## src/rtl/nca_pkg.sv

```systemverilog
package nca_pkg;

    localparam int IDX_W     = 3;
    localparam int CNT_W     = 16;
    localparam int SUM_W     = 32;
    localparam int M_TDATA_W = 104;

    // s_axis_tuser values
    typedef enum logic {
        OP_LOAD  = 1'b0,
        OP_POINT = 1'b1
    } op_t;

    // one center read in flight through the distance pipeline
    typedef struct packed {
        logic             vld;
        logic             first;
        logic             last;
        logic [IDX_W-1:0] idx;
    } scan_tag_t;

    typedef struct packed {
        logic [SUM_W-1:0] rep_total;
        logic [SUM_W-1:0] dem_total;
        logic [SUM_W-1:0] pop_total;
        logic [IDX_W-1:0] chosen_index;
    } result_t;

endpackage

```

## src/rtl/nca_center_mem.sv

```systemverilog
module nca_center_mem import nca_pkg::*; #(
    parameter int NUM_DISTRICTS = 3,
    parameter int COORD_BITS    = 16,
    localparam int AW = (NUM_DISTRICTS > 1) ? $clog2(NUM_DISTRICTS) : 1
) (
    input  logic                         aclk,
    input  logic                         aresetn,
    input  logic                         wr_en,
    input  logic [AW-1:0]                wr_addr,
    input  logic signed [COORD_BITS-1:0] wr_x,
    input  logic signed [COORD_BITS-1:0] wr_y,
    input  logic [AW-1:0]                rd_addr,
    output logic signed [COORD_BITS-1:0] rd_x,
    output logic signed [COORD_BITS-1:0] rd_y
);

    logic [2*COORD_BITS-1:0]  center_mem [NUM_DISTRICTS];
    logic [NUM_DISTRICTS-1:0] cvalid_reg;
    logic [2*COORD_BITS-1:0]  rd_data_reg;
    logic                     rd_valid_reg;

    always_ff @(posedge aclk) begin
        if (wr_en) begin
            center_mem[wr_addr] <= {wr_y, wr_x};
        end
        rd_data_reg <= center_mem[rd_addr];
    end

    always_ff @(posedge aclk) begin
        if (!aresetn) begin
            cvalid_reg   <= '0;
            rd_valid_reg <= 1'b0;
        end else begin
            if (wr_en) begin
                cvalid_reg[wr_addr] <= 1'b1;
            end
            rd_valid_reg <= cvalid_reg[rd_addr];
        end
    end

    // a center never loaded sits at the origin
    assign rd_x = rd_valid_reg ? rd_data_reg[COORD_BITS-1:0] : '0;
    assign rd_y = rd_valid_reg ? rd_data_reg[2*COORD_BITS-1:COORD_BITS] : '0;

endmodule

```

## src/rtl/nca_dist_unit.sv

```systemverilog
module nca_dist_unit import nca_pkg::*; #(
    parameter int COORD_BITS = 16
) (
    input  logic                         aclk,
    input  logic                         aresetn,
    input  scan_tag_t                    tag_in,
    input  logic signed [COORD_BITS-1:0] pt_x,
    input  logic signed [COORD_BITS-1:0] pt_y,
    input  logic signed [COORD_BITS-1:0] cen_x,
    input  logic signed [COORD_BITS-1:0] cen_y,
    output logic [IDX_W-1:0]             best_idx,
    output logic                         done
);

    localparam int DW = 2 * COORD_BITS + 1;

    scan_tag_t                 tag0_reg, tag1_reg, tag2_reg;
    logic [COORD_BITS-1:0]     ax_reg, ay_reg;
    logic [2*COORD_BITS-1:0]   sqx_reg, sqy_reg;
    logic [DW-1:0]             best_dist_reg;
    logic [IDX_W-1:0]          best_idx_reg;
    logic                      done_reg;

    logic signed [COORD_BITS:0] dx, dy, ndx, ndy;
    logic [DW-1:0]              dist_sum;
    logic                       take;

    always_comb begin
        dx       = {pt_x[COORD_BITS-1], pt_x} - {cen_x[COORD_BITS-1], cen_x};
        dy       = {pt_y[COORD_BITS-1], pt_y} - {cen_y[COORD_BITS-1], cen_y};
        ndx      = -dx;
        ndy      = -dy;
        dist_sum = {1'b0, sqx_reg} + {1'b0, sqy_reg};
        // strict compare keeps the lowest index on equal distance
        take     = tag2_reg.vld && (tag2_reg.first || (dist_sum < best_dist_reg));
    end

    always_ff @(posedge aclk) begin
        if (!aresetn) begin
            tag0_reg <= '0;
            tag1_reg <= '0;
            tag2_reg <= '0;
            done_reg <= 1'b0;
        end else begin
            tag0_reg <= tag_in;
            tag1_reg <= tag0_reg;
            tag2_reg <= tag1_reg;
            done_reg <= tag2_reg.vld && tag2_reg.last;
        end
    end

    // magnitude of a difference always fits in COORD_BITS unsigned bits
    always_ff @(posedge aclk) begin
        ax_reg  <= dx[COORD_BITS] ? ndx[COORD_BITS-1:0] : dx[COORD_BITS-1:0];
        ay_reg  <= dy[COORD_BITS] ? ndy[COORD_BITS-1:0] : dy[COORD_BITS-1:0];
        sqx_reg <= ax_reg * ax_reg;
        sqy_reg <= ay_reg * ay_reg;
        if (take) begin
            best_dist_reg <= dist_sum;
            best_idx_reg  <= tag2_reg.idx;
        end
    end

    assign best_idx = best_idx_reg;
    assign done     = done_reg;

endmodule

```

## src/rtl/nca_accum.sv

```systemverilog
module nca_accum import nca_pkg::*; #(
    parameter int NUM_DISTRICTS = 3,
    localparam int AW = (NUM_DISTRICTS > 1) ? $clog2(NUM_DISTRICTS) : 1
) (
    input  logic             aclk,
    input  logic             aresetn,
    input  logic             clr_en,
    input  logic [AW-1:0]    clr_addr,
    input  logic             rd_en,
    input  logic [AW-1:0]    rd_addr,
    input  logic             acc_en,
    input  logic [CNT_W-1:0] add_pop,
    input  logic [CNT_W-1:0] add_dem,
    input  logic [CNT_W-1:0] add_rep,
    output logic [SUM_W-1:0] pop_total,
    output logic [SUM_W-1:0] dem_total,
    output logic [SUM_W-1:0] rep_total
);

    logic [3*SUM_W-1:0]       sum_mem [NUM_DISTRICTS];
    logic [NUM_DISTRICTS-1:0] svalid_reg;
    logic [3*SUM_W-1:0]       rd_data_reg;
    logic                     rd_valid_reg;
    logic [AW-1:0]            addr_reg;
    logic [SUM_W-1:0]         pop_old, dem_old, rep_old;

    function automatic logic [SUM_W-1:0] sat_add(input logic [SUM_W-1:0] a,
                                                 input logic [CNT_W-1:0] b);
        logic [SUM_W:0] s;
        s = {1'b0, a} + {{(SUM_W-CNT_W+1){1'b0}}, b};
        return s[SUM_W] ? {SUM_W{1'b1}} : s[SUM_W-1:0];
    endfunction

    always_comb begin
        pop_old   = rd_valid_reg ? rd_data_reg[SUM_W-1:0] : '0;
        dem_old   = rd_valid_reg ? rd_data_reg[2*SUM_W-1:SUM_W] : '0;
        rep_old   = rd_valid_reg ? rd_data_reg[3*SUM_W-1:2*SUM_W] : '0;
        pop_total = sat_add(pop_old, add_pop);
        dem_total = sat_add(dem_old, add_dem);
        rep_total = sat_add(rep_old, add_rep);
    end

    // write back goes to the entry at the address registered by the last read
    always_ff @(posedge aclk) begin
        if (rd_en) begin
            rd_data_reg <= sum_mem[rd_addr];
            addr_reg    <= rd_addr;
        end
        if (acc_en) begin
            sum_mem[addr_reg] <= {rep_total, dem_total, pop_total};
        end
    end

    // clearing a district only drops its valid bit
    always_ff @(posedge aclk) begin
        if (!aresetn) begin
            svalid_reg   <= '0;
            rd_valid_reg <= 1'b0;
        end else begin
            if (rd_en) begin
                rd_valid_reg <= svalid_reg[rd_addr];
            end
            if (acc_en) begin
                svalid_reg[addr_reg] <= 1'b1;
            end else if (clr_en) begin
                svalid_reg[clr_addr] <= 1'b0;
            end
        end
    end

endmodule

```

## src/rtl/nearest_center_assign_accumulate.sv

```systemverilog
// channel  dir  handshake              payload
// s_axis   in   tvalid/tready          tuser: op; tdata: index, x, y, pop, dem, rep
// m_axis   out  tvalid/tready          tdata: chosen_index, pop, dem, rep totals
//
// a point goes from transfer in to result valid through these steps:
// one center memory read per district, the distance pipeline, then the sum
// read, the write back and the output register load. a load goes to the output register load.
// reset clears valid bits only, so every center starts at the origin with zero sums.
// a result waits in the output register while the next item is taken in; if it is
// still there when the next result is done, s_axis_tready stays low until it leaves.
module nearest_center_assign_accumulate import nca_pkg::*; #(
    parameter int NUM_DISTRICTS = 3,
    parameter int COORD_BITS    = 16,
    localparam int S_FIELDS_W = IDX_W + 2 * COORD_BITS + 3 * CNT_W,
    localparam int S_TDATA_W  = ((S_FIELDS_W + 7) / 8) * 8
) (
    input  logic                 aclk,
    input  logic                 aresetn,
    input  logic                 s_axis_tvalid,
    output logic                 s_axis_tready,
    // district_index, coord_x, coord_y, point_pop, point_dem, point_rep
    input  logic [S_TDATA_W-1:0] s_axis_tdata,
    // op
    input  logic                 s_axis_tuser,
    output logic                 m_axis_tvalid,
    input  logic                 m_axis_tready,
    // chosen_index, pop_total, dem_total, rep_total
    output logic [M_TDATA_W-1:0] m_axis_tdata
);

    localparam int AW    = (NUM_DISTRICTS > 1) ? $clog2(NUM_DISTRICTS) : 1;
    localparam int PAD_W = M_TDATA_W - $bits(result_t);
    localparam int OFS_X = IDX_W;
    localparam int OFS_Y = OFS_X + COORD_BITS;
    localparam int OFS_P = OFS_Y + COORD_BITS;

    typedef enum logic [2:0] {
        ST_IDLE,
        ST_SCAN,
        ST_WAIT,
        ST_ACC,
        ST_DONE
    } state_t;

    state_t                  state_reg;
    logic [AW-1:0]           k_reg;
    logic signed [COORD_BITS-1:0] pt_x_reg, pt_y_reg;
    logic [CNT_W-1:0]        pop_reg, dem_reg, rep_reg;
    result_t                 res_reg;
    logic                    m_valid_reg;
    logic [M_TDATA_W-1:0]    m_data_reg;

    logic                    s_fire;
    logic [IDX_W-1:0]        s_idx;
    logic signed [COORD_BITS-1:0] s_x, s_y;
    logic                    load_ok;
    logic                    load_en;
    logic                    out_load;
    scan_tag_t               tag;
    logic signed [COORD_BITS-1:0] cen_x, cen_y;
    logic [IDX_W-1:0]        best_idx;
    logic                    dist_done;
    logic                    sum_rd_en;
    logic                    acc_en;
    logic [SUM_W-1:0]        pop_total, dem_total, rep_total;

    always_comb begin
        s_axis_tready = (state_reg == ST_IDLE);
        s_fire        = s_axis_tvalid && s_axis_tready;
        s_idx         = s_axis_tdata[IDX_W-1:0];
        s_x           = s_axis_tdata[OFS_X +: COORD_BITS];
        s_y           = s_axis_tdata[OFS_Y +: COORD_BITS];
        load_ok       = ({1'b0, s_idx} < (IDX_W+1)'(NUM_DISTRICTS));
        load_en       = s_fire && (s_axis_tuser == OP_LOAD) && load_ok;
        tag.vld       = (state_reg == ST_SCAN);
        tag.first     = (k_reg == '0);
        tag.last      = (k_reg == AW'(NUM_DISTRICTS - 1));
        tag.idx       = IDX_W'(k_reg);
        sum_rd_en     = (state_reg == ST_WAIT) && dist_done;
        acc_en        = (state_reg == ST_ACC);
        // output register frees up in the same cycle it transfers
        out_load      = (state_reg == ST_DONE) && (!m_valid_reg || m_axis_tready);
    end

    nca_center_mem #(
        .NUM_DISTRICTS (NUM_DISTRICTS),
        .COORD_BITS    (COORD_BITS)
    ) u_center_mem (
        .aclk    (aclk),
        .aresetn (aresetn),
        .wr_en   (load_en),
        .wr_addr (s_idx[AW-1:0]),
        .wr_x    (s_x),
        .wr_y    (s_y),
        .rd_addr (k_reg),
        .rd_x    (cen_x),
        .rd_y    (cen_y)
    );

    nca_dist_unit #(
        .COORD_BITS (COORD_BITS)
    ) u_dist_unit (
        .aclk     (aclk),
        .aresetn  (aresetn),
        .tag_in   (tag),
        .pt_x     (pt_x_reg),
        .pt_y     (pt_y_reg),
        .cen_x    (cen_x),
        .cen_y    (cen_y),
        .best_idx (best_idx),
        .done     (dist_done)
    );

    nca_accum #(
        .NUM_DISTRICTS (NUM_DISTRICTS)
    ) u_accum (
        .aclk      (aclk),
        .aresetn   (aresetn),
        .clr_en    (load_en),
        .clr_addr  (s_idx[AW-1:0]),
        .rd_en     (sum_rd_en),
        .rd_addr   (best_idx[AW-1:0]),
        .acc_en    (acc_en),
        .add_pop   (pop_reg),
        .add_dem   (dem_reg),
        .add_rep   (rep_reg),
        .pop_total (pop_total),
        .dem_total (dem_total),
        .rep_total (rep_total)
    );

    // item payload and result payload
    always_ff @(posedge aclk) begin
        if (s_fire) begin
            pt_x_reg <= s_x;
            pt_y_reg <= s_y;
            pop_reg  <= s_axis_tdata[OFS_P +: CNT_W];
            dem_reg  <= s_axis_tdata[OFS_P + CNT_W +: CNT_W];
            rep_reg  <= s_axis_tdata[OFS_P + 2 * CNT_W +: CNT_W];
            res_reg  <= '{rep_total: '0, dem_total: '0, pop_total: '0, chosen_index: s_idx};
        end
        if (sum_rd_en) begin
            res_reg.chosen_index <= best_idx;
        end
        if (acc_en) begin
            res_reg.pop_total <= pop_total;
            res_reg.dem_total <= dem_total;
            res_reg.rep_total <= rep_total;
        end
    end

    always_ff @(posedge aclk) begin
        if (!aresetn) begin
            state_reg   <= ST_IDLE;
            k_reg       <= '0;
            m_valid_reg <= 1'b0;
        end else begin
            if (out_load) begin
                m_valid_reg <= 1'b1;
            end else if (m_valid_reg && m_axis_tready) begin
                m_valid_reg <= 1'b0;
            end
            unique case (state_reg)
                ST_IDLE: begin
                    k_reg <= '0;
                    if (s_fire) begin
                        state_reg <= (s_axis_tuser == OP_POINT) ? ST_SCAN : ST_DONE;
                    end
                end
                ST_SCAN: begin
                    k_reg <= k_reg + AW'(1);
                    if (tag.last) begin
                        state_reg <= ST_WAIT;
                    end
                end
                ST_WAIT: begin
                    if (dist_done) begin
                        state_reg <= ST_ACC;
                    end
                end
                ST_ACC: begin
                    state_reg <= ST_DONE;
                end
                ST_DONE: begin
                    if (out_load) begin
                        state_reg <= ST_IDLE;
                    end
                end
                default: begin
                    state_reg <= ST_IDLE;
                end
            endcase
        end
    end

    always_ff @(posedge aclk) begin
        if (out_load) begin
            m_data_reg <= {{PAD_W{1'b0}}, res_reg};
        end
    end

    assign m_axis_tvalid = m_valid_reg;
    assign m_axis_tdata  = m_data_reg;

endmodule

```

## config.mk

```make
export PLATFORM = sky130hd
export DESIGN_NAME = nearest_center_assign_accumulate
export DESIGN_NICKNAME = d
export VERILOG_FILES = /design/src/rtl/nca_pkg.sv /design/src/rtl/nca_center_mem.sv /design/src/rtl/nca_dist_unit.sv /design/src/rtl/nca_accum.sv /design/src/rtl/nearest_center_assign_accumulate.sv
export SDC_FILE = /design/constraint.sdc
export NUM_CORES = 2
export LEC_CHECK = 0
export BUFFER_PORTS_ARGS = -buffer_cell sky130_fd_sc_hd__buf_2
export CAP_MARGIN = 5
export CORE_MARGIN = 5
export CORE_UTILIZATION = 50
export CTS_CLUSTER_DIAMETER = 150
export DETAILED_ROUTE_END_ITERATION = 10
export PLACE_DENSITY_LB_ADDON = 0.08
export SKIP_LAST_GASP = 1
export SYNTH_ARGS = -nofsm -noshare
export SYNTH_HDL_FRONTEND = slang
export SYNTH_SLANG_ARGS = --single-unit
```

## constraint.sdc

```tcl
create_clock -name aclk -period 20.3 [get_ports aclk]
set_input_delay 1.015 -clock aclk [delete_from_list [all_inputs] [get_ports aclk]]
set_output_delay 1.015 -clock aclk [all_outputs]
set_load 0.02 [all_outputs]
```

# Word level (Yosys, flattened, before mapping)

Memories as Yosys holds them, arrays and structs flattened. A register that Yosys moved wholly into a read port is not among the register bits.
Cells that the tools add are included.

Add/sub/neg operators: 9
Multipliers: 2
$lt $le $gt $ge: 8
Equality and inequality tests: 9
Multiplexer cells: 36
Bitwise operators: 5
Reduce and logical (&&, ||, !) cells: 21

Operator list:

| cell                                                                                | number |
|---|---|
| 32-bit 2-to-1 mux                                                                   | 6 |
| 32-bit by 16-bit adder with 33-bit output                                           | 3 |
| 99-bit 2-to-1 mux                                                                   | 1 |
| 96-bit 2-to-1 mux                                                                   | 1 |
| 16-bit by 16-bit multiplier with 32-bit output                                      | 2 |
| 16-bit 2-to-1 mux                                                                   | 4 |
| 16-bit by 16-bit subtractor with 17-bit output                                      | 2 |
| 32-bit by 32-bit adder with 33-bit output                                           | 1 |
| 33-bit < comparator                                                                 | 1 |
| 16-bit negation                                                                     | 2 |
| 3-bit 2-to-1 mux                                                                    | 8 |
| 3-bit case mux with 5 select lines                                                  | 1 |
| 2-bit by 3-bit < comparator with 1-bit output, second input constant                | 4 |
| 1-bit logical AND                                                                   | 10 |
| 1-bit 2-to-1 mux                                                                    | 10 |
| 2-bit nonzero test                                                                  | 5 |
| 3-bit by 2-bit == test with 1-bit output, second input constant                     | 2 |
| 3-bit bitwise OR                                                                    | 2 |
| 1-bit binary-select mux with 2-bit select                                           | 2 |
| 1-bit demux with 2-bit select                                                       | 2 |
| 2-bit by 1-bit greater-or-equal comparator with 1-bit output, second input constant | 2 |
| 2-bit by 1-bit != test with 1-bit output, second input constant                     | 2 |
| 2-bit != test, second input constant                                                | 2 |
| 2-bit case mux with 2 select lines                                                  | 1 |
| other kinds (13)                                                                    | 14 |

Bits in registers: 445
Memory bits (writable): 384
Bits of input ports: 93
Output and inout bits: 106
Memories: 2

Memory list:

| memory                  | depth | width | rd ports | clocked after Yosys merged registers in | wr ports | RTL line             | text |
|---|---|---|---|---|---|---|---|
| u_accum.sum_mem         | 3     | 96    | 1        | 1                                       | 1        | nca_accum.sv:20      | `logic [3*SUM_W-1:0] sum_mem [NUM_DISTRICTS];` |
| u_center_mem.center_mem | 3     | 32    | 1        | 1                                       | 1        | nca_center_mem.sv:17 | `logic [2*COORD_BITS-1:0] center_mem [NUM_DISTRICTS];` |

# Longest topological paths before layout

Depth in word-level cells: 8
Gate-level depth with buffers: 26
Depth with buffers taken out: 24

# By module

Synthesis repeated with hierarchy kept, for this count alone.

Cell total of the unflattened synthesis: 4634
Area total of the unflattened synthesis: 54767.5 um^2

By module, submodules not included:

| module                           | times used | cells an instance | area an instance (um^2) | seq. area each (um^2) |
|---|---|---|---|---|
| nca_dist_unit                    | 1          | 2474              | 22504.1                 | 3343.2 |
| nca_accum                        | 1          | 1433              | 18178.7                 | 11671.2 |
| nearest_center_assign_accumulate | 1          | 443               | 9482.8                  | 8468.1 |
| nca_center_mem                   | 1          | 284               | 4601.9                  | 3603.5 |

# Worst setup path before layout

No wires, ideal clock.

Path type: register -> register
From: reg state_reg[1]
To: reg u_accum.rd_valid_reg
Arrival: 8.907 ns
Data required time: 20.175 ns
Setup slack: 11.268 ns
Stages on the path, launching flop included: 6
Path buffers: 1
Cells stage by stage: dfxtp_1 clkbuf_1 nand2_1 nor3_1 o221ai_1 o211a_1

Longest elaborated chain between the ends: 2

Ends and longest elaborated chain:

| what                                     | RTL line                                | text |
|---|---|---|
| start, declared                          | nearest_center_assign_accumulate.sv:45  | `state_t state_reg;` |
| start signal, assigned                   | nearest_center_assign_accumulate.sv:167 | `state_reg <= (s_axis_tuser == OP_POINT) ? ST_SCAN : ST_DONE;` |
| 3-bit by 2-bit == test with 1-bit output | nearest_center_assign_accumulate.sv:79  | `sum_rd_en = (state_reg == ST_WAIT) && dist_done;` |
| 1-bit logical AND                        | nearest_center_assign_accumulate.sv:79  |  |
| via sum_rd_en                            | nearest_center_assign_accumulate.sv:63  | `logic sum_rd_en;` |
| end signal, assigned                     | nca_accum.sv:61                         | `rd_valid_reg <= svalid_reg[rd_addr];` |
| end, declared                            | nca_accum.sv:23                         | `logic rd_valid_reg;` |

The timed path passes the listed nets, and every way through them passes these cells.
A chain may end at the register's enable or synchronous reset.

# Worst setup path after layout

From: reg u_dist_unit.ax_reg[3]
To: reg u_dist_unit.sqx_reg[31]

Longest elaborated chain between the ends: 1

Ends and longest elaborated chain:

| what                                           | RTL line            | text |
|---|---|---|
| start, declared                                | nca_dist_unit.sv:18 | `logic [COORD_BITS-1:0] ax_reg, ay_reg;` |
| start signal, assigned                         | nca_dist_unit.sv:54 | `ax_reg <= dx[COORD_BITS] ? ndx[COORD_BITS-1:0] : dx[COORD_BITS-1:0];` |
| 16-bit by 16-bit multiplier with 32-bit output | nca_dist_unit.sv:56 | `sqx_reg <= ax_reg * ax_reg;` |
| end signal, assigned                           | nca_dist_unit.sv:56 |  |
| end, declared                                  | nca_dist_unit.sv:19 | `logic [2*COORD_BITS-1:0] sqx_reg, sqy_reg;` |

No other way between the ends.

==> metrics.txt <==
total clock sinks around 950; Hold Fails Final Rpt 0; most frequent cells in the layout edfxtp_1 (795), inv_1 (583), nand2_1 (491); post-synthesis cell type count between 80 and 90; final critical path time including I/O delays and setup slightly above 7 ns; top fanout value on the critical path 13; Clk pin slew, worst setup/hold paths 0.06 ns; RSZ-0062 raised after global routing false; number of nets still failing antenna checks after routing 0; TritonCTS buffer count just under 100; post-synthesis sequential area ratio 0.504; share of layout cells above drive strength 1 0.0898; Post-route DRC 0; H-tree Lvls 3; outcome completed; most instantiated flip-flop cell in the synthesis netlist edfxtp_1; relative area change from synthesis to final layout 10.6%; sum of negative setup slack 0 ns; number of cell rows 120; HPWL after detailed placement 78000 µm; max cap viols 0; clock tree from TritonCTS built; DRT Pass-1 Iters 7; cell count after synthesis between 4000 and 5000; async set-reset flop share out of synthesis 0; actual transition at the worst max-transition pin 1.08 ns; GRT Util Overall 0.202; Fillers about 9000; number of I/O port buffers ~190; source-to-sink clock delay at the later pin of the worst-skew pair ~0.67 ns; WP data arrival 7.86 ns; syn_area_per_cell 11.9 µm²; wire length per cell after detailed routing between 15 and 20 µm; Overflow after GRT 0; number of antenna violations at the first check in global routing 21; first-pass GRT wire length ~180000 µm; count of state elements after synthesis approximately 950; worst rel slew slack 0.279; maximum clock frequency 138 MHz; maximum number of pins on one net before global-route repair 71; final routed wirelength across all metal layers 113000 µm; post-synthesis instance area ~54000 µm²; slack of the worst reg-to-reg path ~13 ns; number of global-route vias before repair between 30000 and 40000; die boundary height about 340 µm; core area between 100000 and 150000 µm²; Pins Over Slew Limit 0; num ports ~200; Post-layout nets 5457; via count about 32000; detail-routed via count per cell ~5.3; Final period util 0.358; quantity of gates resized following cts 0; Longest Clk Path Bufs 3; CP startpoint kind flop; number of enable-type register cells in the synthesized netlist a little under 800; CTS hold repair buffers 0; Syn. warnings 0; type of the most critical hold path flop to flop; most common library cell in the layout ignoring fill and taps edfxtp_1; Die Width 337 µm; data required time at the worst endpoint 20.90 ns; final worst clock skew 0.0444 ns; gp weighted congestion 0.825; kind of end point of the critical path flop; max reg flops about 290; initial core utilization 0.501; Post-CTS Setup Inserts 0; area occupied by multi-input gates approximately 24000 µm²; full die area about 110000 µm²; total of endpoints with negative setup slack in the final report 0; register cell area after layout 27000 µm²; DRC marker count from the first detailed-route iteration about 1700; Root Buffer Master clkbuf_16; critical setup path kind flop to flop
[worst max-delay path: stages, from the launching register on]
cell and delay [ns]:
dfxtp_1 0.79, inv_1 0.33, nor2_1 0.35, inv_1 0.10
fa_1 0.42, fa_1 0.49, fa_1 0.43, inv_1 0.08
fa_1 0.43, fa_1 0.49, inv_1 0.05, fa_1 0.48
inv_1 0.04, ha_1 0.34, a21o_1 0.22, a21o_1 0.17
a21o_1 0.19, a21o_1 0.18, a21o_1 0.20, a2111oi_0 0.81
o21ai_0 0.26, a21oi_1 0.22, xnor2_1 0.13
[cell families after synthesis]
kind of cell | after synthesis | synth area share
and+or+nand+nor | 1089 | 0.0972
DFF | 951 | 0.504
buffers and inverters | 716 | 0.0509
AOI/OAI and AO/OA | 701 | 0.0817
adders and majority gates | 680 | 0.205
xor gates and xnor gates | 204 | 0.0334
muxes | 143 | 0.0269
other | 1 | 0.0000701
[routing by layer]
metal,global-route usage,vias up,share of wire
li1,-,15800,-
met1,0.274,16000,0.44
met2,0.342,517,0.48
met3,0.0369,157,0.055
met4,0.0478,10,0.020
met5,0,-,0.00059
[synthesized netlist by cell type (all sizes together) (7+ instances only)]
cell	instances	area [µm²]
nor2	150	571
a31o	8	70.1
or3	12	75.1
buf	19	106
a21boi	9	67.6
a21o	88	661
o21a	30	225
o21bai	14	105
clkbuf	113	424
dfxtp	156	3120
edfxtp	795	23900
xor2	70	613
o21ai	230	1150
nand4	19	125
ha	349	4370
or2	18	113
o2111ai	7	61.3
nand2b	34	213
a21oi	176	896
o31a	9	78.8
nor2b	28	175
a211oi	28	215
nor3	41	205
o31ai	10	75.1
inv	584	2190
and4	9	78.8
nand2	492	1850
and2	185	1160
fa	331	6630
a31oi	24	150
nor4	7	43.8
mux2i	137	1370
nand3	39	195
and3	32	200
xnor2	134	1170
nor3b	7	52.6
o211ai	15	113
[cell type report]
type                    count  share of cell area
diodes                      9            0.000380
clock buffers             140              0.0462
clock inverters            41             0.00655
inverters                 584              0.0371
multi-input cells        2822               0.403
flip-flops and latches    951               0.456
well taps                1403              0.0296
repair buffers            228              0.0210
[path summary, 6_finish.rpt]
path / to / cells after the start / from
worst max-delay path: u_dist_unit.sqx_reg[31]$_DFF_P_ / 22 / u_dist_unit.ax_reg[3]$_DFF_P_
worst min-delay path: u_dist_unit.best_idx[1]$_DFFE_PP_ / 0 / u_dist_unit.tag2_reg[1]$_SDFF_PN0_
worst max register to register: u_dist_unit.sqx_reg[31]$_DFF_P_ / 22 / u_dist_unit.ax_reg[3]$_DFF_P_
worst min register to register: u_dist_unit.best_idx[1]$_DFFE_PP_ / 0 / u_dist_unit.tag2_reg[1]$_SDFF_PN0_
[through the flow]
| step | worst slack (ns) | hold WS (ns) | cell area, µm² | cells | utilization |
|---|---|---|---|---|---|
| 2_1_floorplan | 11.27 | 0.366 | 53500 | 4489 | - |
| 3_3_place_gp | 13.04 | 0.388 | 56100 | 5988 | 0.525 |
| 3_5_place_dp | 13.02 | 0.389 | 56100 | 5988 | 0.525 |
| 4_1_cts | 12.99 | 0.405 | 59200 | 6169 | 0.554 |
| 5_1_grt | 12.62 | 0.406 | 59200 | 6169 | 0.554 |
| 6_report | 13.04 | 0.409 | 59200 | 6178 | 0.555 |
Power is not shown: default switching activity piles up to over one toggle a cycle in this logic, so the estimate is an artifact.
